File: config.mk
export PLATFORM = sky130hd
export DESIGN_NAME = k_combination_generator_top
export DESIGN_NICKNAME = d
export VERILOG_FILES = /design/src/hw/rtl/kcg_pkg.sv /design/src/hw/rtl/kcg_successor.sv /design/src/hw/rtl/k_combination_generator_top.sv
export VERILOG_INCLUDE_DIRS = /design/src /design/src/hw/rtl
export SDC_FILE = /design/constraint.sdc
export NUM_CORES = 1
export LEC_CHECK = 0
export ABC_AREA = 1
export ABC_CLOCK_PERIOD_IN_PS = 6900
export BUFFER_PORTS_ARGS = -buffer_cell sky130_fd_sc_hd__buf_2
export CAP_MARGIN = 20
export CORE_MARGIN = 2
export CORE_UTILIZATION = 35
export CTS_CLUSTER_DIAMETER = 150
export DETAILED_ROUTE_END_ITERATION = 10
export GPL_ROUTABILITY_DRIVEN = 1
export PLACE_DENSITY = 0.6
export SYNTH_ARGS = -nofsm -noshare
export SYNTH_HDL_FRONTEND = slang
export SYNTH_SLANG_ARGS = --single-unit
export TNS_END_PERCENT = 100
File: constraint.sdc
create_clock -name aclk -period 6.9 [get_ports aclk]
set_input_delay 1.035 -clock aclk [delete_from_list [all_inputs] [get_ports aclk]]
set_output_delay 1.035 -clock aclk [all_outputs]
set_load 0.01 [all_outputs]
File: src/hw/rtl/assert_macros.svh
// ----------------------------------------------------------------------------
// Assertion macros
// Concurrent assertion wrappers shared by the RTL; define NO_ASSERTIONS to
// compile them out.
// ----------------------------------------------------------------------------
`ifndef ASSERT_MACROS_SVH
`define ASSERT_MACROS_SVH

`ifndef NO_ASSERTIONS

// Same-cycle implication, disabled while reset is asserted.
`define ASSERT_IMPLIES(lbl, clk, rstn, ante, cons) \
    lbl: assert property (@(posedge clk) disable iff (!(rstn)) (ante) |-> (cons)) \
        else $error("same-cycle implication failed");

// Next-cycle implication, disabled while reset is asserted.
`define ASSERT_NEXT(lbl, clk, rstn, ante, cons) \
    lbl: assert property (@(posedge clk) disable iff (!(rstn)) (ante) |=> (cons)) \
        else $error("next-cycle implication failed");

`else

`define ASSERT_IMPLIES(lbl, clk, rstn, ante, cons)
`define ASSERT_NEXT(lbl, clk, rstn, ante, cons)

`endif

`endif

File: src/hw/rtl/kcg_pkg.sv
`timescale 1ns / 1ps
// ----------------------------------------------------------------------------
// kcg_pkg
// Constants and types shared by the k-combination generator.
// ----------------------------------------------------------------------------
package kcg_pkg;

    // Largest value and largest subset size supported.
    localparam int MAX_N = 32;
    localparam int MAX_K = 8;

    // Field widths.
    localparam int EW = 6;              // element / set size / first value
    localparam int KW = 4;              // choose count
    localparam int IW = $clog2(MAX_K);  // position index

    // Stream and register port widths.
    localparam int S_TDATA_W = 8;
    localparam int M_TDATA_W = ((MAX_K * EW + 7) / 8) * 8;
    localparam int PADDR_W   = 4;
    localparam int PDATA_W   = 32;

    // Register indexes, taken from paddr[3:2].
    localparam logic [1:0] REG_SET_SIZE     = 2'd0;
    localparam logic [1:0] REG_CHOOSE_COUNT = 2'd1;
    localparam logic [1:0] REG_FIRST_VALUE  = 2'd2;

    // Register reset values.
    localparam logic [EW-1:0] SET_SIZE_RST     = EW'(4);
    localparam logic [KW-1:0] CHOOSE_COUNT_RST = KW'(2);
    localparam logic [EW-1:0] FIRST_VALUE_RST  = EW'(1);

    typedef logic [MAX_K-1:0][EW-1:0] elem_vec_t;

    typedef struct packed {
        logic [EW-1:0] set_size;
        logic [KW-1:0] choose_count;
        logic [EW-1:0] first_value;
    } cfg_t;

    typedef struct packed {
        elem_vec_t comb;
        logic      started;
        logic      done;
    } gen_state_t;

    typedef struct packed {
        elem_vec_t elem;
        logic      final_flag;
        logic      status;
    } result_t;

endpackage

File: src/hw/rtl/kcg_successor.sv
`timescale 1ns / 1ps
// ----------------------------------------------------------------------------
// kcg_successor
// Combinational step unit: from the stored combination and the registers it
// forms the first or the next combination, the new state and the result.
// ----------------------------------------------------------------------------
module kcg_successor
    import kcg_pkg::*;
(
    input  cfg_t       cfg,
    input  gen_state_t state,
    input  logic       restart,
    output gen_state_t state_next,
    output result_t    result
);

    localparam int AW = EW + 1;
    localparam int LW = EW + 2;

    logic [EW-1:0] n_eff;
    logic [EW-1:0] lo;
    logic [AW-1:0] avail;
    logic [KW-1:0] k;
    logic          cfg_ok;
    logic [LW-1:0] base;
    logic [LW-1:0] lim       [MAX_K];
    logic [MAX_K-1:0] in_use;
    logic [MAX_K-1:0] can_raise;
    logic [IW-1:0] pivot;
    logic [EW-1:0] piv_val;
    logic          from_start;
    elem_vec_t     cand;
    logic          fin;

    // Effective limits and the check that at least one combination exists.
    always_comb begin
        n_eff  = (cfg.set_size > EW'(MAX_N)) ? EW'(MAX_N) : cfg.set_size;
        lo     = (cfg.first_value == '0) ? EW'(1) : cfg.first_value;
        avail  = (n_eff >= lo) ? (AW'(n_eff) - AW'(lo) + AW'(1)) : '0;
        k      = cfg.choose_count;
        cfg_ok = (k <= KW'(MAX_K)) && (AW'(k) <= avail);
        // Largest value allowed at position 0; position i adds i.
        base   = LW'(n_eff) - LW'(k) + LW'(1);
    end

    // Per-position limits and the rightmost position that can still rise.
    always_comb begin
        pivot = '0;
        for (int i = 0; i < MAX_K; i++) begin
            lim[i]       = base + LW'(i);
            in_use[i]    = KW'(i) < k;
            can_raise[i] = in_use[i] && (LW'(state.comb[i]) < lim[i]);
        end
        for (int i = 0; i < MAX_K; i++) begin
            if (can_raise[i]) begin
                pivot = IW'(i);
            end
        end
        piv_val = state.comb[pivot] + EW'(1);
    end

    // Candidate combination: either the first one or the successor.
    always_comb begin
        from_start = restart || !state.started;
        for (int j = 0; j < MAX_K; j++) begin
            if (from_start) begin
                cand[j] = in_use[j] ? (lo + EW'(j)) : '0;
            end else if (!in_use[j] || (IW'(j) < pivot)) begin
                cand[j] = state.comb[j];
            end else begin
                cand[j] = piv_val + (EW'(j) - EW'(pivot));
            end
        end
        fin = 1'b1;
        for (int i = 0; i < MAX_K; i++) begin
            if (in_use[i] && (LW'(cand[i]) != lim[i])) begin
                fin = 1'b0;
            end
        end
    end

    // New state and result.
    always_comb begin
        state_next        = state;
        result.elem       = '0;
        result.final_flag = 1'b0;
        result.status     = 1'b1;
        if (from_start) begin
            state_next.started = 1'b1;
            if (!cfg_ok) begin
                state_next.comb = '0;
                state_next.done = 1'b1;
            end else begin
                state_next.comb = cand;
                state_next.done = fin;
            end
        end else if (state.done || !cfg_ok || !(|can_raise)) begin
            state_next.done = 1'b1;
        end else begin
            state_next.comb = cand;
            state_next.done = fin;
        end

        if (state_next.comb == cand && ((from_start && cfg_ok) ||
            (!from_start && !state.done && cfg_ok && (|can_raise)))) begin
            for (int i = 0; i < MAX_K; i++) begin
                result.elem[i] = in_use[i] ? cand[i] : '0;
            end
            result.final_flag = fin;
            result.status     = 1'b0;
        end
    end

endmodule

File: src/hw/rtl/k_combination_generator_top.sv
`timescale 1ns / 1ps
// ----------------------------------------------------------------------------
// k_combination_generator_top
// Lexicographic k-combination generator with stream ports and a register port.
// ----------------------------------------------------------------------------
// Each transfer on the s_ channel asks for one combination: s_tdata bit 0 set
// restarts at the first combination, clear advances to the next one. Every
// request yields exactly one transfer on the m_ channel, carrying up to eight
// ascending elements in m_tdata (unused positions zero), m_tlast on the final
// combination and m_tuser set when the sequence is exhausted.
// The successor is found combinationally by parallel compares over the eight
// positions, so one request is taken every clock while the skid register is
// empty; its result is registered into the output or the skid register.
// The output register is backed by a skid register: a stalled receiver holds
// the current result while one more request is still accepted; s_tready falls
// only when both are full.
// Reset returns the registers to n = 4, k = 2, first value 1, and the first
// request after reset starts the sequence. The user must write registers via
// APB (byte addresses 0, 4, 8) only while the block is idle; not enforced.
// ----------------------------------------------------------------------------
`include "assert_macros.svh"

module k_combination_generator_top
    import kcg_pkg::*;
(
    input  logic                 aclk,
    input  logic                 aresetn,
    // Request stream. s_tdata: [0] restart, [7:1] zero.
    input  logic                 s_tvalid,
    output logic                 s_tready,
    input  logic [S_TDATA_W-1:0] s_tdata,
    // Result stream. m_tdata: elem_0 [5:0] up to elem_7 [47:42].
    output logic                 m_tvalid,
    input  logic                 m_tready,
    output logic [M_TDATA_W-1:0] m_tdata,
    output logic                 m_tlast,
    // m_tuser: [0] status (1 = exhausted).
    output logic                 m_tuser,
    // Register port.
    input  logic                 psel,
    input  logic                 penable,
    input  logic                 pwrite,
    input  logic [PADDR_W-1:0]   paddr,
    input  logic [PDATA_W-1:0]   pwdata,
    output logic [PDATA_W-1:0]   prdata,
    output logic                 pready
);

    cfg_t       cfg_reg;
    gen_state_t state_reg;
    gen_state_t state_next;
    result_t    res;
    logic       in_acc;
    logic       cfg_wr;
    logic [1:0] reg_idx;

    logic       out_valid_reg, out_valid_next;
    logic       skid_valid_reg, skid_valid_next;
    result_t    out_data_reg, out_data_next;
    result_t    skid_data_reg, skid_data_next;

    // Register port decode.
    assign pready  = 1'b1;
    assign reg_idx = paddr[3:2];
    assign cfg_wr  = psel && penable && pwrite && pready;

    always_ff @(posedge aclk) begin
        if (!aresetn) begin
            cfg_reg.set_size     <= SET_SIZE_RST;
            cfg_reg.choose_count <= CHOOSE_COUNT_RST;
            cfg_reg.first_value  <= FIRST_VALUE_RST;
        end else if (cfg_wr) begin
            unique case (reg_idx)
                REG_SET_SIZE:     cfg_reg.set_size     <= pwdata[EW-1:0];
                REG_CHOOSE_COUNT: cfg_reg.choose_count <= pwdata[KW-1:0];
                REG_FIRST_VALUE:  cfg_reg.first_value  <= pwdata[EW-1:0];
                default: ;
            endcase
        end
    end

    always_comb begin
        unique case (reg_idx)
            REG_SET_SIZE:     prdata = PDATA_W'(cfg_reg.set_size);
            REG_CHOOSE_COUNT: prdata = PDATA_W'(cfg_reg.choose_count);
            REG_FIRST_VALUE:  prdata = PDATA_W'(cfg_reg.first_value);
            default:          prdata = '0;
        endcase
    end

    // Combination step.
    assign s_tready = !skid_valid_reg;
    assign in_acc   = s_tvalid && s_tready;

    kcg_successor u_successor (
        .cfg        (cfg_reg),
        .state      (state_reg),
        .restart    (s_tdata[0]),
        .state_next (state_next),
        .result     (res)
    );

    always_ff @(posedge aclk) begin
        if (!aresetn) begin
            state_reg <= '0;
        end else if (in_acc) begin
            state_reg <= state_next;
        end
    end

    // Output register with skid register behind it.
    always_comb begin
        out_valid_next  = out_valid_reg;
        skid_valid_next = skid_valid_reg;
        out_data_next   = out_data_reg;
        skid_data_next  = skid_data_reg;
        if (!out_valid_reg || m_tready) begin
            if (skid_valid_reg) begin
                out_data_next   = skid_data_reg;
                out_valid_next  = 1'b1;
                skid_valid_next = 1'b0;
            end else if (in_acc) begin
                out_data_next  = res;
                out_valid_next = 1'b1;
            end else begin
                out_valid_next = 1'b0;
            end
        end else if (in_acc) begin
            skid_data_next  = res;
            skid_valid_next = 1'b1;
        end
    end

    always_ff @(posedge aclk) begin
        if (!aresetn) begin
            out_valid_reg  <= 1'b0;
            skid_valid_reg <= 1'b0;
        end else begin
            out_valid_reg  <= out_valid_next;
            skid_valid_reg <= skid_valid_next;
        end
    end

    always_ff @(posedge aclk) begin
        out_data_reg  <= out_data_next;
        skid_data_reg <= skid_data_next;
    end

    assign m_tvalid = out_valid_reg;
    assign m_tdata  = M_TDATA_W'(out_data_reg.elem);
    assign m_tlast  = out_data_reg.final_flag;
    assign m_tuser  = out_data_reg.status;

    // Assertions.
    `ASSERT_IMPLIES(a_exhausted_empty, aclk, aresetn,
        out_valid_reg && out_data_reg.status,
        (out_data_reg.elem == '0) && !out_data_reg.final_flag)
    `ASSERT_IMPLIES(a_skid_behind_out, aclk, aresetn,
        skid_valid_reg, out_valid_reg)
    `ASSERT_IMPLIES(a_done_stays_exhausted, aclk, aresetn,
        in_acc && !s_tdata[0] && state_reg.done, res.status)
    `ASSERT_NEXT(a_final_sets_done, aclk, aresetn,
        in_acc && res.final_flag, state_reg.done)

endmodule

Yosys cells after proc, flatten, opt, wreduce, memory -nomap -nowiden
Cells that the tools add are included.
{ "word_totals": {"output_inout_bits": 85, "in_bits": 51, "reg_bits": 168, "word_cells": 240} }
{ "op_classes": {"n_eq_ne": 11, "order_cmp": 29, "muxes": 64, "n_reduce_logical": 64, "n_addsub": 35, "bitwise": 2} }
{ "ops": {"columns": ["cell", "count"], "rows": [
  ["$mux W6", 35],
  ["$mux W50", 3],
  ["$mux W48", 3],
  ["$lt A6 B8 Y1", 8],
  ["$ne A6 B8 Y1", 8],
  ["$add A6 B6 Y6", 8],
  ["$eq A48 B48 Y1", 1],
  ["$add A8 B3 Y8 const B", 4],
  ["$logic_and A1 B1 Y1", 25],
  ["$add A6 B3 Y6 const B", 4],
  ["$bmux W6 S3", 1],
  ["$pmux W6 S3", 1],
  ["$add A8 B1 Y8 const B", 2],
  ["$add A8 B2 Y8 const B", 2],
  ["$lt A3 B4 Y1 const A", 4],
  ["$sub A3 B3 Y4 const A", 4],
  ["$logic_not A1 Y1", 15],
  ["$mux W1", 14],
  ["$logic_or A1 B1 Y1", 13],
  ["$add A6 B1 Y6 const B", 2],
  ["$add A6 B2 Y6 const B", 2],
  ["$lt A3 B3 Y1 const A", 4],
  ["$mux W3", 4],
  ["$reduce_and A2 Y1", 6],
  ["24 further kinds", 32]
]} }

Depth between registers and ports, before layout
Gate-level depths: netlist (run 1).
{ "depth": {"depth_word": 33, "mapped_depth": 61, "ltp_nobuf": 60} }

Hierarchy
Synthesis (run 1) repeated with hierarchy kept, for this count alone.
{ "hier_totals": {"cells_unflattened": 2142, "hier_area_um2": 14615.3} }
{ "modules_own_cells": {"columns": ["mod", "area_each_um2", "seq_area_each_um2", "cells_each", "n_inst"], "rows": [
  ["kcg_successor", 8199.1, 0.0, 1503, 1],
  ["k_combination_generator_top", 6416.2, 4364.2, 639, 1]
]} }

Least setup slack after synthesis (run 1)
No wires, ideal clock.
{ "synth_timing": {"kind": "reg2reg", "startpoint": "reg cfg_reg[13] in the netlist's numbering", "endpoint": "reg out_data_reg, in the netlist m_tlast (data pin)", "arrival_ns": 7.166, "required_time_ns": 6.758, "period_less_slack_ns": 7.307, "n_path_buf": 1, "stages_incl_launch_ff": 55, "setup_time_ns": 0.142, "path_slack_ns": -0.407, "path_cell_list": "dfxtp_1 > nor3_1 > nand3_1 > nand2_1 > inv_1 > nor2_1 > inv_1 > ha_1 > fa_1 > inv_1 > ha_1 > inv_1 > nor2_2 > inv_1 > nand2_1 > inv_1 > ha_1 > inv_1 > (+19 left out) > inv_1 > fa_1 > or2_2 > nand2_1 > o21ai_0 > nand2_1 > o21ai_0 > a2111oi_0 > nand3_1 > nor2_1 > nand2_1 > nand2_1 > nand3_1 > nand2_1 > nand2_1 > nor2_2 > nand2_2 > o21ai_2"} }
{ "synth_via": {"elab_chain_cells": 33, "word_cells_on_any_way": 132, "classes_between": "28 x add/sub; 19 x order compare; 9 x eq/ne; 41 x mux; 35 x reduce/logical"} }
{ "synth_rtl": {"columns": ["element", "line_no", "rtl"], "rows": [
  ["start, declared", "k_combination_generator_top.sv:49", "cfg_t cfg_reg;"],
  ["$gt A6 B6 Y1", "kcg_successor.sv:37", "n_eff = (cfg.set_size > EW'(MAX_N)) ? EW'(MAX_N) : cfg.set_size;"],
  ["$mux W6 *", "kcg_successor.sv:37", null],
  ["$sub A6 B4 Y7", "kcg_successor.sv:43", "base = LW'(n_eff) - LW'(k) + LW'(1);"],
  ["$add A8 B1 Y8", "kcg_successor.sv:43", null],
  ["$add A8 B1 Y8", "kcg_successor.sv:50", "lim[i] = base + LW'(i);"],
  ["$lt A6 B8 Y1", "kcg_successor.sv:52", "can_raise[i] = in_use[i] && (LW'(state.comb[i]) < lim[i]);"],
  ["$logic_and A1 B1 Y1", "kcg_successor.sv:52", null],
  ["$mux W1", "kcg_successor.sv:55", "if (can_raise[i]) begin"],
  ["(+10 left out)", null, null],
  ["$mux W6", "kcg_successor.sv:68", "end else if (!in_use[j] || (IW'(j) < pivot)) begin"],
  ["$mux W6", "kcg_successor.sv:66", "if (from_start) begin"],
  ["$ne A6 B8 Y1", "kcg_successor.sv:76", "if (in_use[i] && (LW'(cand[i]) != lim[i])) begin"],
  ["$logic_and A1 B1 Y1", "kcg_successor.sv:76", null],
  ["$mux W1 (8 in series)", "kcg_successor.sv:76", null],
  ["$mux W50 *", "kcg_successor.sv:104", "if (state_next.comb == cand && ((from_start && cfg_ok) ||"],
  ["$mux W50 *", "k_combination_generator_top.sv:122", "end else if (in_acc) begin"],
  ["$mux W50 *", "k_combination_generator_top.sv:118", "if (skid_valid_reg) begin"],
  ["end signal, assigned", "k_combination_generator_top.sv:145", "out_data_reg <= out_data_next;"],
  ["end, declared", "k_combination_generator_top.sv:59", "result_t out_data_reg, out_data_next;"]
]} }
Every way passes the cells marked *; elsewhere a longest branch is shown, timed or not. The select of a mux whose other input is x is not followed.
A chain may end at the register's enable or synchronous reset.

Worst setup path after layout (run 1)
{ "layout_timing": {"startpoint": "reg cfg_reg[12] in the netlist's numbering", "endpoint": "reg out_data_reg, in the netlist m_tlast (data pin)"} }
The elaborated chain is that of the path after synthesis.

==> metrics.md, run 1 <==
| Metric | Value |
|---|---|
| Status | finished with violations |
| Failing checks | negative setup slack |
| Area contributors post-synth | edfxtp_1, nand2_1, ha_1 |
| Buffers plus inverters on the worst setup path | 14 |
| Slew Limit Fails | 0 |
| Final WS setup | -0.6331 ns |
| Initial Utilization | 0.3535 |
| Final Core Density | 0.5090 |
| Global placement routability congestion | ~1.0 |
| Yosys warning total | 0 |
| Peak fanout along the critical path | 7 |
| IO Count | about 140 |
| Vias per inst | roughly 5.3 |
| Mapped Cells | just over 2000 |
| Fraction of registers with async set/reset | 0 |
| CTS root buffer | clkbuf_16 |
| Clock Sinks | 168 |
| Clk_lat worst skew | 0.47 ns |
| Placed Area | 0.01748 sq mm |
| Port Buffers | 73 |
| First-pass GRT wire length | a little over 90000 microns |
| Minimum clock period | between 7 and 8 ns |
| Total CTS buffers | 17 |
| Max-cap violations | 0 |
| Nets | around 2600 |
| PD cells | 274.0 mW/mm^2 |
| CP top delay family | simple AND/OR/NAND/NOR gates |
| Multi-input logic area | 0.01044 sq mm |
| Pin count of the biggest net entering global routing | roughly 70 |
| Arrival @ worst endpoint | 7.86 ns |
| Initial antenna violation count | 1 |
| Final Cell Area | just over 0.02 sq mm |
| CP Data Required Time | ~7.2 ns |
| Area Overhead vs Synth | 43.99% |
| RSZ-0062 raised after global routing | yes |
| Reg-to-reg setup timing slack | -0.63 ns |
| Top-count cell post-synth | nand2_1 |
| CTS tree | yes |
| Post-synth EDFFs | 100 |
| Startpoint class of the critical path | flip-flop |
| Worst-path clk slew | 0.07 ns |
| Yosys cell types | 53 |
| DRT Wirelength | about 62000 microns |
| Filler Cells Inserted | about 4000 |
| FMAX | between 100 and 150 MHz |
| Antenna-violating nets left | 0 |
| Drt initial violations | 1379 |
| Seq/Total Area, Yosys | 0.3038 |
| ANT cells | 0 |
| Grt total ovfl | 0 |
| Worst vdd ir | approximately 140 uV |
| Vias in the first global route | 14990 |
| Actual slew at the worst max-slew pin | around 1.1 ns |
| Wire per inst | between 20 and 25 microns |
| Vias post-DR | about 16000 |
| Post-CTS Hold Fix Bufs | 0 |
| Top cells by count, synth | nand2_1, inv_1, o21ai_0 |
| Mean Syn Cell Area | 6.995 sq um |
| Synth area leader | edfxtp_1 |
| Final Hold Viols | 0 |
| Top_reg_cell synth | edfxtp_1 |
| Slowest CP cell | fa_1 |
| Worst-case clock buffer depth | 2 |
| Critical path class | flip-flop to flip-flop |
| Clk_skew | between 0.01 and 0.015 ns |
| Hpwl dp | roughly 47000 microns |
| Die H | just over 200 microns |
| Final Setup Violations | 26 |
| Layout cells sized above 1 | 0.3657 |
| Placeable Area | 0.04065 sq mm |
| Reg area | between 0.004 and 0.005 sq mm |
| Most frequent CP cell | nand2_2 |
| Final Cycle Share | 1.092 |
| Residual DRC | 0 |
| Crit. End Element | flip-flop |
| Row Count | between 70 and 80 |
| Yosys top cell area share | 0.2090 |
| Die ar. | between 0.04 and 0.05 sq mm |
| Leakage power | 9.411 nW |
| Max incr delay on CP | 0.48 ns |
| 1st-pass router iterations | 5 |
| Worst slew margin | 0.2777 |
| Htree depth | 4 |
| Total track usage | 0.2850 |
| Synth Register Bits | ~170 |
| Worst Hold Class | flip-flop to flip-flop |
| Die X | about 210 microns |
| Mapped Area | 0.01437 sq mm |
worst min-delay path, stage by stage (launching register included):
cell and delay (ns):
edfxtp_1 0.32, nand2_1 0.05, nand2_1 0.05
cell families after synthesis:
kind of cell / Yosys count / synth area share
other cells: 2 / 0.0005227
buf+inv: 353 / 0.1042
fa+ha+maj: 123 / 0.1113
compound gates: 428 / 0.1679
xor+xnor: 66 / 0.04023
flops: 168 / 0.3038
simple gates: 914 / 0.2721
placed cells by master (no fill, tap or decap), types with 27 or more instances in the layout:
| master | synthesis | routed |
|---|---|---|
| nor2_1 | 155 | 112 |
| a21oi_1 | 152 | 119 |
| ha_1 | 115 | 83 |
| inv_2 | 13 | 37 |
| buf_2 | 1 | 73 |
| nand3_1 | 157 | 104 |
| buf_6 | 7 | 56 |
| conb_1 | 2 | 27 |
| edfxtp_1 | 100 | 100 |
| nand2_1 | 512 | 424 |
| o211ai_1 | 27 | 27 |
| nand2_4 | 7 | 34 |
| nand3_2 | 7 | 47 |
| nor2_4 | 1 | 28 |
| a21oi_2 | 3 | 28 |
| nand2_2 | 22 | 82 |
| inv_1 | 227 | 198 |
| dfxtp_1 | 68 | 66 |
| buf_4 | 31 | 338 |
| o21ai_1 | 11 | 38 |
| o21ai_0 | 167 | 122 |
| ha_4 | 0 | 29 |
| xor2_1 | 56 | 49 |
area by class of cell:
cell class              count  area share
flip-flops and latches    168      0.2111
clock inverters            12    0.005685
repair buffers            476      0.1788
multi-input cells        1560      0.5048
inverters                 247     0.04591
well taps                 532     0.03218
clock buffers              20     0.02159
repair_timing:
action,CTS,global route
setup endpoints to repair,100,107
hold endpoints to repair,0,0
gates resized for setup,211,308
gates cloned,2,0
setup buffers,57,42
pin swaps,85,131
power breakdown:
group / internal [W] / switching [W]
Combinational: 0.00155 / 0.00199
Clock: 0.000511 / 0.000447
Sequential: 0.00112 / 0.0000523
per-layer routing:
| metal | global-route usage | vias up | part of all wire | wire (microns) |
|---|---|---|---|---|
| met3 | 0.03846 | 135 | 0.068 | 4196 |
| met5 | 0 | - | 0 | 0 |
| met1 | 0.3900 | 7657 | 0.43 | 26710 |
| li1 | - | 7609 | - | - |
| met4 | 0.1436 | 0 | 0.053 | 3270 |
| met2 | 0.4397 | 669 | 0.44 | 27390 |
metrics by stage:
stage	instances	setup WS [ns]	hold WS [ns]	total power, W	TNS [ns]
after detailed placement	2901	-1.232	0.5041	0.003680	-31.56
after floorplan	2079	0.002297	0.4365	0.002476	0
after CTS	2989	-0.4741	0.5126	0.005033	-4.158
after global routing	3015	-0.9578	0.5303	0.005932	-20.73
after global placement	2901	-1.218	0.5001	0.003645	-25.10
final	3015	-0.6331	0.5162	0.005668	-5.697
path summary, 6_finish.rpt:
path	from	endpoint	cells after the start
setup / recovery	cfg_reg[12]$_SDFFE_PN1P_	m_tlast$_DFFE_PP_	56
hold / removal	skid_data_reg[23]$_DFFE_PP_	m_tdata[21]$_DFFE_PP_	2
setup reg to reg	cfg_reg[12]$_SDFFE_PN1P_	m_tlast$_DFFE_PP_	56
hold reg to reg	skid_data_reg[23]$_DFFE_PP_	m_tdata[21]$_DFFE_PP_	2
(Power assumes the default switching activity.)
==> run 2: changes to the inputs <==
ABC_AREA = unset   (was 1)
==> run 2 against run 1 <==
The flow still finishes with violations (negative setup slack). Clock power up 13%. Maximum frequency is 11% lower. Critical path type unchanged. Cell count fell by 11%. Synthesized cell count decreased by 20%. Setup slack lost 0.94 ns. Die area rose by 0.47%. Flip-flop and latch count stayed put. Count of clock-buffer cells in the layout is 2 lower. Critical path depth down 13. Register-to-register slack got worse by 0.94 ns. Non-clock buffer count increased by 85.
==> metrics.md, run 2 <==
| Metric | Value |
|---|---|
| FMAX | roughly 120 MHz |
| Residual DRC | 0 |
| Peak fanout along the critical path | 5 |
| Worst slew margin | 0.3035 |
| Critical path class | flip-flop to flip-flop |
| DP Worst Slack | -2.023 ns |
| Clock share of power | 0.253 |
| Crit. End Element | flip-flop |
| Leakage power | around 9 nW |
| Post-CTS Hold Fix Bufs | 0 |
| Actual slew at the worst max-slew pin | 1.037 ns |
| RSZ-0062 raised after global routing | yes |
| Vias post-DR | 15190 |
| Port Buffers | 73 |
| Failing checks | negative setup slack |
| Vias in the first global route | ~14000 |
| Hold slack | a little over 0.5 ns |
| Row Count | 74 |
| Initial Utilization | 0.3544 |
| Worst-path clk slew | roughly 0.090 ns |
| Post-synth EDFFs | 100 |
| Internal Power | between 0.002 and 0.003 W |
| Yosys top cell area share | 0.2080 |
| Synth Register Bits | 168 |
| Minimum clock period | roughly 8.5 ns |
| PD cells | between 150 and 200 mW/mm^2 |
| ANT cells | 0 |
| Arrival @ worst endpoint | 8.83 ns |
| Seq/Total Area, Yosys | 0.3023 |
| Slew Limit Fails | 0 |
| Final WS setup | -1.577 ns |
| Initial antenna violation count | 3 |
| Global placement routability congestion | ~1.1 |
| Final Cycle Share | 1.228 |
| CP Data Required Time | around 7.3 ns |
| Wire per inst | between 20 and 25 microns |
| Antenna-violating nets left | 0 |
| Top_reg_cell synth | edfxtp_1 |
| Worst Hold Class | flip-flop to flip-flop |
| Proportion of synthesized area in mux cells | 0.06474 |
| Final Setup Violations | 49 |
| CTS root buffer | clkbuf_16 |
| Placeable Area | between 0.04 and 0.05 sq mm |
| Vias per inst | around 5.6 |
| Mapped Cells | 1639 |
| Mapped Area | around 0.014 sq mm |
| Most frequent cells in the layout | buf_4, nand2_1, nor2_1 |
| Adder-Cell Fraction of Synth Area | 0.1128 |
| IO Count | roughly 140 |
| Fraction of registers with async set/reset | 0 |
| Grt total ovfl | 0 |
| Synth Area in Simple Gates | 0.1837 |
| Final Hold Viols | 0 |
| Max-cap violations | 0 |
| Final Cell Area | ~0.022 sq mm |
| Seq pwr share | 0.261 |
| Clk_skew | ~0.023 ns |
| Most common cell after layout, fill and taps aside | buf_4 |
| Status | finished with violations |
| Max incr delay on CP | 0.58 ns |
| Total track usage | 0.2910 |
| Nets | about 2300 |
| Yosys cell types | ~100 |
| Pin count of the biggest net entering global routing | 51 |
| CTS tree | yes |
| Total CTS buffers | 17 |
| First-pass GRT wire length | about 93000 microns |
| Area contributors post-synth | edfxtp_1, ha_1, dfxtp_1 |
| Die H | 207.1 microns |
| Die X | 207.1 microns |
| Layout cells sized above 1 | 0.4270 |
| Synth Area in XOR/XNOR | 0.08380 |
| Combinational share of power | 0.486 |
| Clock Sinks | ~170 |
| Worst vdd ir | 171.6 uV |
| Startpoint class of the critical path | flip-flop |
| Area Overhead vs Synth | 49.20% |
| Drt initial violations | ~1400 |
| Slowest CP cell | fa_2 |
| Placed Instances | 2592 |
| Sw power | around 0.0016 W |
| Largest family of logic cells by synthesized area | compound AO/OA/AOI/OAI gates |
| DRT Wirelength | roughly 65000 microns |
| Area fraction in compound gates after synthesis | 0.1997 |
| Placed Area | around 0.019 sq mm |
| Top cells by count, synth | nand2_1, nor2_1, ha_1 |
| Yosys warning total | 0 |
| Htree depth | 4 |
| Final non-filler cell total | 2689 |
| Switching part of the total | 0.3725 |
| Mean Syn Cell Area | 8.809 sq um |
| Die ar. | around 0.043 sq mm |
| 1st-pass router iterations | 5 |
| Top-count cell post-synth | nand2_1 |
| Synth area leader | edfxtp_1 |
| Hpwl dp | roughly 51000 microns |
| Worst-case clock buffer depth | 2 |
| Clk_lat worst skew | around 0.48 ns |
==> run 2: final timing paths <==
kind	from	to	slack [ns]	depth (start not counted)
max	cfg_reg[15]$_SDFFE_PN0P_	m_tlast$_DFFE_PP_	-1.58	43
min	state_reg[1]$_SDFFE_PN0P_	state_reg[1]$_SDFFE_PN0P_	0.51	1
max reg2reg	cfg_reg[15]$_SDFFE_PN0P_	m_tlast$_DFFE_PP_	-1.58	43
min reg2reg	state_reg[1]$_SDFFE_PN0P_	state_reg[1]$_SDFFE_PN0P_	0.51	1
==> run 2: power groups by stage <==
stage / Combinational [W] / Sequential (W) / Clock (W)
floorplan: 0.000799 / 0.00114 / 0
global placement: 0.00161 / 0.00114 / 0
detailed placement: 0.00162 / 0.00114 / 0
CTS: 0.00180 / 0.00112 / 0.00109
global route: 0.00217 / 0.00112 / 0.00112
finish: 0.00208 / 0.00112 / 0.00108
==> run 2: per-stage QoR <==
step / utilization / total power, W / setup TNS (ns)
2_1_floorplan: - / 0.001941 / -5.393
3_3_place_gp: 0.4578 / 0.002743 / -47.44
3_5_place_dp: 0.4583 / 0.002761 / -54.90
4_1_cts: 0.5002 / 0.004002 / -8.415
5_1_grt: 0.5287 / 0.004412 / -27.47
6_report: 0.5287 / 0.004276 / -12.46
==> run 2: kinds of logic (layout without fill, tap and decap cells) <==
| family | Yosys count | after routing |
|---|---|---|
| flip-flops | 168 | 168 |
| AO/OA/AOI/OAI | 416 | 416 |
| multiplexers | 88 | 88 |
| adder cells (fa/ha/maj) | 126 | 126 |
| buffers and inverters | 173 | 666 |
| XOR/XNOR | 127 | 127 |
| other | 2 | 27 |
| AND/OR/NAND/NOR | 539 | 539 |
==> run 2: final cells by class <==
cell class	instances	area, sq um
timing repair buffer	561	4302
inverter	73	295.3
clock buffer	18	439.2
fill	3754	19200
tap	532	665.6
sequential	168	4368
clock inverter	14	201.4
multi-input combinational	1323	11270
==> run 2: critical path, delay by kind of cell, from the launching register on <==
kind / cells / cell delay [ns]
AOI/OAI and AO/OA: 17 / 2.91
adders and majority gates: 5 / 1.66
xor gates and xnor gates: 2 / 0.49
muxes: 3 / 0.73
DFF: 1 / 0.37
and+or+nand+nor: 8 / 1.27
buffers and inverters: 8 / 0.94
==> run 2: routing by layer <==
metal | up-vias | global-route usage | wire length (microns)
met5 | - | 0 | 23
met2 | 741 | 0.4571 | 29300
li1 | 6904 | - | -
met4 | 4 | 0.1463 | 3203
met3 | 163 | 0.05109 | 5267
met1 | 7373 | 0.3849 | 26960
==> run 2: repair_timing <==
action | CTS | global route
resized for setup | 151 | 198
setup buffers | 36 | 33
pin swaps | 70 | 85
setup endpoints to repair | 115 | 98
